## src/design/d4sc_pkg.sv

```systemverilog
`timescale 1ns / 1ps
package d4sc_pkg;
    localparam int ELEM_WIDTH_DEF = 12;
    localparam int IN_WIDTH       = 12;
    localparam int DET_WIDTH      = 50;
    localparam int MINOR_WIDTH    = 25;
    localparam int NUM_TERMS      = 6;

    // Control from sequencer to datapath.
    typedef struct packed {
        logic       mul_en;
        logic       sub_mode;   // product a-b: 1 subtracts second product
        logic       clr_acc;
        logic       acc_en;
        logic       acc_neg;    // term sign
        logic [1:0] i0;
        logic [1:0] j0;
        logic       bottom;
        logic       save_deta;
    } d4sc_ctrl_t;

    // Column pairs of the top minors per term, and each term's sign.
    function automatic logic [1:0] top_ci(input logic [2:0] t);
        case (t)
            3'd0, 3'd1, 3'd2: top_ci = 2'd0;
            3'd3, 3'd4:       top_ci = 2'd1;
            default:          top_ci = 2'd2;
        endcase
    endfunction
    function automatic logic [1:0] top_cj(input logic [2:0] t);
        case (t)
            3'd0:       top_cj = 2'd1;
            3'd1, 3'd3: top_cj = 2'd2;
            default:    top_cj = 2'd3;
        endcase
    endfunction
    function automatic logic term_neg(input logic [2:0] t);
        term_neg = (t == 3'd1) || (t == 3'd4);
    endfunction
endpackage

```

## src/design/det4x4_schur_complement.sv

```systemverilog
`timescale 1ns / 1ps
// Rows one to three are taken one item a cycle while the sequencer is idle; the
// fourth row starts the sequencer, and no new row is taken until it finishes
// (it finishes early when the leading block is singular). The single shared
// multiplier is run for 24 minor and 6 product multiplies.
// Reset: rst_n async low clears row count, sequencer and output valid.
module det4x4_schur_complement
    import d4sc_pkg::*;
#(
    parameter int ELEM_WIDTH = ELEM_WIDTH_DEF
)
(
    input  logic                         clk,
    input  logic                         rst_n,
    input  logic                         in_valid,
    output logic                         in_stall,
    input  logic signed [IN_WIDTH-1:0]   col0,
    input  logic signed [IN_WIDTH-1:0]   col1,
    input  logic signed [IN_WIDTH-1:0]   col2,
    input  logic signed [IN_WIDTH-1:0]   col3,
    output logic                         out_valid,
    input  logic                         out_stall,
    output logic signed [DET_WIDTH-1:0]  determinant,
    output logic                         singular_block
);
    logic [1:0]  row_count_reg;
    logic        busy_reg;
    logic        out_valid_reg;
    logic signed [DET_WIDTH-1:0] det_reg;
    logic        sing_reg;
    logic        accept, start, done, deta_zero;
    d4sc_ctrl_t  ctrl;
    logic signed [DET_WIDTH-1:0] det_w;
    logic        prod_phase;

    // Busy from the fourth row until the sequencer finishes. Rows one to
    // three load while a result waits; only the fourth row waits for it.
    assign in_stall = busy_reg || (out_valid_reg && (row_count_reg == 2'd3));
    assign accept   = in_valid && !in_stall;
    assign start    = accept && (row_count_reg == 2'd3);

    always_ff @(posedge clk or negedge rst_n)
    begin
        if (!rst_n)
        begin
            row_count_reg <= '0;
            busy_reg      <= 1'b0;
            out_valid_reg <= 1'b0;
        end
        else
        begin
            if (accept)
                row_count_reg <= row_count_reg + 2'd1;
            if (start)
                busy_reg <= 1'b1;
            else if (done)
                busy_reg <= 1'b0;
            if (done)
                out_valid_reg <= 1'b1;
            else if (!out_stall)
                out_valid_reg <= 1'b0;
        end
    end

    always_ff @(posedge clk)
    begin
        if (done)
        begin
            det_reg  <= deta_zero ? '0 : det_w;
            sing_reg <= deta_zero;
        end
    end

    // The product step: sequencer signals it by neither multiply nor accumulate enable active.
    assign prod_phase = busy_reg && !ctrl.mul_en && !ctrl.acc_en && !done;

    d4sc_seq u_seq (
        .clk       (clk),
        .rst_n     (rst_n),
        .start     (start),
        .deta_zero (deta_zero),
        .ctrl      (ctrl),
        .done      (done)
    );

    d4sc_dp #(.ELEM_WIDTH(ELEM_WIDTH)) u_dp (
        .clk        (clk),
        .rst_n      (rst_n),
        .load       (accept),
        .row        (row_count_reg),
        .e0         (col0[ELEM_WIDTH-1:0]),
        .e1         (col1[ELEM_WIDTH-1:0]),
        .e2         (col2[ELEM_WIDTH-1:0]),
        .e3         (col3[ELEM_WIDTH-1:0]),
        .ctrl       (ctrl),
        .prod_phase (prod_phase),
        .deta_zero  (deta_zero),
        .det        (det_w)
    );

    assign out_valid      = out_valid_reg;
    assign determinant    = det_reg;
    assign singular_block = sing_reg;
endmodule

```

## src/design/d4sc_seq.sv

```systemverilog
`timescale 1ns / 1ps
module d4sc_seq
    import d4sc_pkg::*;
(
    input  logic       clk,
    input  logic       rst_n,
    input  logic       start,
    input  logic       deta_zero,
    output d4sc_ctrl_t ctrl,
    output logic       done
);
    // Per term: minor top (2 half steps), minor bottom, product, accumulate.
    typedef enum logic [5:0] {
        S_IDLE = 6'b000001,
        S_TOP  = 6'b000010,
        S_BOT  = 6'b000100,
        S_PROD = 6'b001000,
        S_ACC  = 6'b010000,
        S_DONE = 6'b100000
    } state_t;

    state_t     state_reg, state_next;
    logic [2:0] term_reg, term_next;
    logic       half_reg, half_next;

    always_ff @(posedge clk or negedge rst_n)
    begin
        if (!rst_n)
        begin
            state_reg <= S_IDLE;
            term_reg  <= '0;
            half_reg  <= 1'b0;
        end
        else
        begin
            state_reg <= state_next;
            term_reg  <= term_next;
            half_reg  <= half_next;
        end
    end

    always_comb
    begin
        logic [1:0] ci, cj;
        ci = top_ci(term_reg);
        cj = top_cj(term_reg);
        state_next = state_reg;
        term_next  = term_reg;
        half_next  = half_reg;
        ctrl       = '0;
        done       = 1'b0;
        case (state_reg)
            S_IDLE:
            begin
                if (start)
                begin
                    state_next = S_TOP;
                    term_next  = '0;
                    half_next  = 1'b0;
                end
            end
            S_TOP, S_BOT:
            begin
                // minor = p[i]q[j] - p[j]q[i], two multiplies
                ctrl.mul_en   = 1'b1;
                ctrl.bottom   = (state_reg == S_BOT);
                ctrl.sub_mode = half_reg;
                if (state_reg == S_TOP)
                begin
                    ctrl.i0 = ci;
                    ctrl.j0 = cj;
                end
                else
                begin
                    // complementary columns
                    ctrl.i0 = 2'd3 - cj;
                    ctrl.j0 = 2'd3 - ci;
                    if (term_reg == 3'd2 || term_reg == 3'd3)
                    begin
                        ctrl.i0 = (term_reg == 3'd2) ? 2'd1 : 2'd0;
                        ctrl.j0 = (term_reg == 3'd2) ? 2'd2 : 2'd3;
                    end
                end
                ctrl.save_deta = (state_reg == S_TOP) && half_reg && (term_reg == 3'd0);
                half_next = !half_reg;
                if (half_reg)
                    state_next = (state_reg == S_TOP) ? S_BOT : S_PROD;
            end
            S_PROD:
            begin
                if (deta_zero)
                    state_next = S_DONE;
                else
                begin
                    ctrl.clr_acc = (term_reg == 3'd0);
                    state_next   = S_ACC;
                end
            end
            S_ACC:
            begin
                ctrl.acc_en  = 1'b1;
                ctrl.acc_neg = term_neg(term_reg);
                if (term_reg == 3'(NUM_TERMS - 1))
                    state_next = S_DONE;
                else
                begin
                    term_next  = term_reg + 3'd1;
                    state_next = S_TOP;
                end
            end
            S_DONE:
            begin
                done       = 1'b1;
                state_next = S_IDLE;
            end
            default: state_next = S_IDLE;
        endcase
    end
endmodule

```

## src/design/d4sc_dp.sv

```systemverilog
`timescale 1ns / 1ps
module d4sc_dp
    import d4sc_pkg::*;
#(
    parameter int ELEM_WIDTH = ELEM_WIDTH_DEF
)
(
    input  logic                         clk,
    input  logic                         rst_n,
    input  logic                         load,
    input  logic [1:0]                   row,
    input  logic signed [ELEM_WIDTH-1:0] e0,
    input  logic signed [ELEM_WIDTH-1:0] e1,
    input  logic signed [ELEM_WIDTH-1:0] e2,
    input  logic signed [ELEM_WIDTH-1:0] e3,
    input  d4sc_ctrl_t                   ctrl,
    input  logic                         prod_phase,
    output logic                         deta_zero,
    output logic signed [DET_WIDTH-1:0]  det
);
    logic signed [ELEM_WIDTH-1:0] mat_reg [16];
    logic signed [MINOR_WIDTH-1:0] part_reg, top_reg, bot_reg;
    logic signed [DET_WIDTH-1:0]   prod_reg, acc_reg;
    logic                          dz_reg;

    // Operand fetch for the one shared multiplier.
    logic [1:0]                    ra, rb;
    logic [1:0]                    ca, cb;
    logic signed [MINOR_WIDTH-1:0] opa, opb;
    logic signed [DET_WIDTH-1:0]   mul;

    always_comb
    begin
        ra = ctrl.bottom ? 2'd2 : 2'd0;
        rb = ctrl.bottom ? 2'd3 : 2'd1;
        ca = ctrl.sub_mode ? ctrl.j0 : ctrl.i0;
        cb = ctrl.sub_mode ? ctrl.i0 : ctrl.j0;
        if (prod_phase)
        begin
            opa = top_reg;
            opb = bot_reg;
        end
        else
        begin
            opa = MINOR_WIDTH'(mat_reg[{ra, ca}]);
            opb = MINOR_WIDTH'(mat_reg[{rb, cb}]);
        end
        mul = DET_WIDTH'(opa) * DET_WIDTH'(opb);
    end

    always_ff @(posedge clk)
    begin
        if (load)
        begin
            mat_reg[{row, 2'd0}] <= e0;
            mat_reg[{row, 2'd1}] <= e1;
            mat_reg[{row, 2'd2}] <= e2;
            mat_reg[{row, 2'd3}] <= e3;
        end
        if (ctrl.mul_en)
        begin
            if (!ctrl.sub_mode)
                part_reg <= MINOR_WIDTH'(mul);
            else if (ctrl.bottom)
                bot_reg <= part_reg - MINOR_WIDTH'(mul);
            else
                top_reg <= part_reg - MINOR_WIDTH'(mul);
        end
        if (prod_phase)
            prod_reg <= mul;
        if (ctrl.clr_acc)
            acc_reg <= '0;
        else if (ctrl.acc_en)
            acc_reg <= ctrl.acc_neg ? acc_reg - prod_reg : acc_reg + prod_reg;
    end

    always_ff @(posedge clk or negedge rst_n)
    begin
        if (!rst_n)
            dz_reg <= 1'b0;
        else if (ctrl.save_deta)
            dz_reg <= ((part_reg - MINOR_WIDTH'(mul)) == '0);
    end

    // clr happens in the product cycle of term 0, so first accumulate adds to zero
    assign deta_zero = dz_reg;
    assign det       = acc_reg;
endmodule

```

## config.mk

```make
export PLATFORM = sky130hd
export DESIGN_NAME = det4x4_schur_complement
export DESIGN_NICKNAME = d
export VERILOG_FILES = /design/src/design/d4sc_pkg.sv /design/src/design/det4x4_schur_complement.sv /design/src/design/d4sc_seq.sv /design/src/design/d4sc_dp.sv
export SDC_FILE = /design/constraint.sdc
export NUM_CORES = 2
export LEC_CHECK = 0
export BUFFER_PORTS_ARGS = -buffer_cell sky130_fd_sc_hd__buf_4
export CORE_MARGIN = 2
export CORE_UTILIZATION = 55
export DETAILED_ROUTE_END_ITERATION = 10
export GPL_TIMING_DRIVEN = 0
export PLACE_DENSITY = 0.75
export REMOVE_ABC_BUFFERS = 1
export SETUP_SLACK_MARGIN = 0.1
export SYNTH_ARGS = -nofsm -noshare
export SYNTH_HDL_FRONTEND = slang
export SYNTH_HIERARCHICAL = 1
export SYNTH_SLANG_ARGS = --single-unit
export TNS_END_PERCENT = 1
```

## constraint.sdc

```tcl
create_clock -name clk -period 38.6 [get_ports clk]
set_input_delay 0 -clock clk [delete_from_list [all_inputs] [get_ports clk]]
set_output_delay 0 -clock clk [all_outputs]
set_load 0.02 [all_outputs]
```

Word level (Yosys, flattened, before mapping)
Memory sizes are Yosys's and may differ from the RTL's. Cells that the tools add are included.

Logic and storage cells: 109. Memories: 1. Bits of input ports: 52. Bits in writable memories: 192. Output and inout bits: 53. Register bits after elaboration: 241.

Multiply operators: 1. Bitwise gates (word level): 2. Reductions and logical operators: 31. Equal/unequal tests: 16. Add/sub/neg operators: 8. Multiplexer cells: 36.

Memories: u_dp.mat_reg (words 16, width 12, read ports 2, clocked after memory_dff 0, write ports 4, RTL line d4sc_dp.sv:21) `logic signed [ELEM_WIDTH-1:0] mat_reg [16];`.

Operators with widths (number): $add 50x50->50 (1); $mul 25x25->50 (1); $mux 25 (2); $mux 50 (1); $sub 25x25->25 (2); $sub 50x50->50 (1); $mux 6 (5); $logic_not 25->1 (1); $pmux 6 s4 (1); $mux 1 (12); $mux 2 (6); $mux 4 (3); $reduce_and 3->1 (3); $logic_and 1x1->1 (8); $pmux 2 s2 (2); $eq 3x2->1 const B (2); $eq 3x3->1 const B (2); $eq 6x1->1 const B (1); $eq 6x2->1 const B (1); $eq 6x3->1 const B (1); $eq 6x4->1 const B (1); $eq 6x5->1 const B (1); $eq 6x6->1 const B (1); $mux 3 (2); other kinds (17) (33).

Logic depth before layout (Yosys ltp)
An unclocked memory read counts as a cell.

Depth after elaboration: 13. Mapped depth: 47. Depth with buffers taken out: 45.

Cells and area by module
The synthesis kept the hierarchy.

By module, submodules not included: d4sc_dp (instances 1, seq. area each 10545.1 um^2, area an instance 40645.2 um^2, cells an instance 3911); det4x4_schur_complement (instances 1, seq. area each 1631.6 um^2, area an instance 2083.2 um^2, cells an instance 123); d4sc_seq (instances 1, seq. area each 251.5 um^2, area an instance 716.9 um^2, cells an instance 82).

Worst setup path after synthesis
No wires, ideal clock.

Path kind: register to register. Start point: reg u_seq.state_reg[2]. End point: reg u_dp.dz_reg (netlist: u_dp/deta_zero). Period minus slack after synthesis: 17.662 ns. Data required time: 38.508 ns. Stages on the path, launching flop included: 40. Arrival time: 17.571 ns. Setup slack: 20.938 ns. Library setup time: 0.092 ns. Path buffers: 5. Cell sequence: dfrtp_1 > or4_1 > nor3b_1 > nor4b_1 > clkbuf_1 > clkbuf_1 > nand2_1 > o21a_1 > clkbuf_1 > clkbuf_1 > nor2_1 > fa_1 > inv_1 > fa_1 > fa_1 > inv_1 > ha_1 > fa_1 > [4 not listed] > ha_1 > buf_2 > a21o_1 > or3_1 > nor2_1 > xnor2_1 > inv_1 > ha_1 > a21o_1 > a21o_1 > a21o_1 > a2111oi_1 > or3_4 > maj3_2 > maj3_2 > xor2_1 > nand4bb_1 > o31ai_2.

Elaborated cells between the ends (all ways): 28. Classes of those cells: add/sub: 1; mul: 1; eq/ne: 4; mux: 11; reduce/logical: 10; memory: 1.

RTL lines: from (decl) (RTL line d4sc_seq.sv:22) `state_t state_reg, state_next;`; from (signal assigned) (RTL line d4sc_seq.sv:36) `state_reg <= state_next;`; $eq 6x6->1 (*) (RTL line d4sc_seq.sv:52) `case (state_reg)`; $mux 1 (*) (RTL line d4sc_seq.sv:52); via done (RTL line det4x4_schur_complement.sv:31) `logic accept, start, done, deta_zero;`; $logic_not 1->1 (*) (RTL line det4x4_schur_complement.sv:75) `assign prod_phase = busy_reg && !ctrl.mul_en && !ctrl.acc_en && !done;`; $logic_and 1x1->1 (*) (RTL line det4x4_schur_complement.sv:75); via prod_phase (RTL line det4x4_schur_complement.sv:34) `logic prod_phase;`; $mux 25 (RTL line d4sc_dp.sv:38) `if (prod_phase)`; $mul 25x25->50 (*) (RTL line d4sc_dp.sv:48) `mul = DET_WIDTH'(opa) * DET_WIDTH'(opb);`; via u_dp.mul[15] (RTL line d4sc_dp.sv:30) `logic signed [DET_WIDTH-1:0] mul;`; $sub 25x25->25 (*) (RTL line d4sc_dp.sv:82) `dz_reg <= ((part_reg - MINOR_WIDTH'(mul)) == '0);`; $logic_not 25->1 (*) (RTL line d4sc_dp.sv:82); to (signal assigned) (RTL line d4sc_dp.sv:82); to (decl) (RTL line d4sc_dp.sv:24) `logic dz_reg;`.

The timed path passes the listed nets; every way through them passes the cells marked *. A chain may end at the register's enable or synchronous reset.

==> results.cfg <==
[setup_path]
ff2ff_path_depth = 39
path_max_fanout = 25
cpMostUsedCell = fa_1
crit_type = flip-flop to flip-flop
required_ps = 39030
critPathCaptureType = flip-flop
cp_slowest_stage_delay_ps = 860
cp_slowest_cell = nor2_1
arrival_ps = 13760
startpoint_type = flip-flop

[clocking]
htreeDepth = 2
cts_tree = yes
post_cts_resized = 0
clock-root-buffer = clkbuf_16
clk_latency_ps = 630
cts_max_path_buffers = 3
cts_buffers = 47
clk_pin_slew_ps = 60
cts_sinks = 433

[sta]
setup_viol = 0
period_needed_ps = 13330
timing.setup.tns_ps = 0
finalCritPeriodShare_pct = 34.5
worstMarginPinSlew_ps = 1400
fin_ws_ps = 25270
slew_headroom_pct = 6.42
max_freq_mhz = 75.0
hold_viol = 0
fin_skew_ps = 63.5
rsz0062_at_grt = false
drv_slew = 0

[floorplanning]
die_w_um = 285
num_rows = 103
core-area_sq_um = 78600
io_pins = 105
die_h_um = 285
start_util_pct = 55.3
dieArea_sq_um = 81300

[worst_hold_path]
holdPathStages = 2
hp-class = input pin to flip-flop

[yosys]
yosysTopAreaCell = fa_1
synth_seq_cells = 433
synth_top_area_share_pct = 30.4
syn_inst = 4116
ys.warnings.count = 6
yosysUniqueCellTypes = 107
postSynthAreaPerCell_sq_um = 10.6
netlist_top_cells_area = fa_1, edfxtp_1, ha_1
synthFlopType = edfxtp_1
synth_edf_count = 368
synthArstFlopShare_pct = 3.46
yosysSeqAreaShare_pct = 28.6
syn-cell-area_sq_um = 43400

[run]
max_cap_violations = 0

[grt]
grt_pass1_wl_mm = 173
track_usage_pct = 27.2
grt_max_degree = 72
antenna_found_initial = 0
gr-total-overflow = 0
grt_pass1_vias = 32000

[final_layout]
largest_reg_flops = 192
syn2layout_area_growth_pct = 10.3
num-fill-cells = 6265
post_route_cells_drive_above_1_share_pct = 8.42
nNetsFinal = 5140
design_area_sq_um = 47900

[run_status]
outcome = complete, no violations

[place]
postPlaceCellArea_sq_um = 45700
dpl_worst_slack_ps = 25420
routabilityCongestion = 0.949
portBuffers = 104
place_hpwl_mm = 81.2

[route]
postRouteAntennaNets = 0
wl_mm = 107
wl_per_cell_um = 20.2
vias_per_cell = 5.69
drc = 0
drt_iter0_markers = 2718
drtPass1Iterations = 6
vias = 30200
through the flow:
stage,util [%],instances,hold WS (ps)
after floorplan,-,3956,-296
after global placement,57.1,5110,-139
after detailed placement,58.2,5160,-134
after CTS,60.9,5300,86.3
after global routing,60.9,5300,113
final,60.9,5301,118
kinds of logic after synthesis:
kind of cell,synth area share (%)
compound gates,7.69
flops,28.6
fa+ha+maj,36.8
xor+xnor,3.50
mux,3.96
simple gates,11.8
buf+inv,7.66
what timing repair did:
| item | 4_1_cts | 5_1_grt |
|---|---|---|
| setup endpoints to repair | 0 | 0 |
| buffers inserted | 0 | 0 |
| hold endpoints to repair | 211 | 0 |
| hold buffers | 52 | 0 |
worst paths after layout:
| kind | start | slack (ps) | endpoint |
|---|---|---|---|
| worst max-delay path | u_seq/state_reg[4] | 25270 | u_dp/deta_zero |
| max in group asynchronous | rst_n | 37630 | u_dp/deta_zero |
| min in group asynchronous | rst_n | 500 | u_seq/state_reg[3] |
| worst min-delay path | col0[8] | 120 | u_dp/mat_reg[12][8] |
| worst min register to register | u_dp/det[17] | 490 | u_dp/det[17] |
| worst max register to register | u_seq/state_reg[4] | 25270 | u_dp/deta_zero |
cell usage after synthesis (37+ instances only):
library cell,number
inv_1,715
fa_1,660
nand2_1,491
edfxtp_1,368
nor2_1,336
ha_1,217
a21oi_1,143
xnor2_1,127
clkbuf_1,124
nor2b_1,84
a21o_1,77
o21ai_0,70
mux2i_1,61
o21a_1,54
dfxtp_1,50
mux4_2,48
xor2_1,45
o21ai_1,37
cell usage in the layout, fill, tap and decap left out, types with 21 or more instances in the layout:
| cell | instances |
|---|---|
| buf_4 | 120 |
| and3_1 | 21 |
| xor2_1 | 45 |
| a21o_1 | 77 |
| o21a_1 | 54 |
| dlygate4sd3_1 | 52 |
| o21ai_0 | 60 |
| clkbuf_16 | 52 |
| nor3_1 | 34 |
| nand2_1 | 491 |
| fa_1 | 659 |
| o21bai_1 | 21 |
| nand3_1 | 21 |
| nand2b_1 | 35 |
| mux2i_1 | 58 |
| o21ai_1 | 34 |
| nor2b_1 | 83 |
| edfxtp_1 | 368 |
| ha_1 | 217 |
| mux4_2 | 48 |
| xnor2_1 | 127 |
| dfxtp_1 | 50 |
| nor2_1 | 333 |
| a21oi_1 | 140 |
| inv_1 | 713 |
critical path: cells and delay by family (launching register included):
kind	cells	cell delay [ps]
adder cells (fa/ha/maj)	11	4760
AND/OR/NAND/NOR	9	3490
AO/OA/AOI/OAI	8	2070
multiplexers	2	1130
buffers and inverters	7	780
XOR/XNOR	2	480
flip-flops	1	410
layout make-up:
cell class	instances	area, sq um	area share (%)
sequential	433	12400	25.9
inverter	716	2690	5.61
clock buffer	63	1370	2.86
clock inverter	25	270	0.564
tap	1050	1310	2.74
timing repair buffer	206	1950	4.07
multi-input combinational	2807	27900	58.2
antenna	1	2.50	0.00522
per-layer routing:
layer / vias to the layer above / global-route usage, % / part of all wire (%)
met5: - / 0 / 0
met4: 0 / 10.1 / 4.2
met3: 295 / 7.66 / 10
met2: 1375 / 45.0 / 47
met1: 15000 / 34.3 / 38
li1: 13500 / - / -
Power is not shown: default switching activity piles up to over one toggle a cycle in this logic, so the estimate is an artifact.
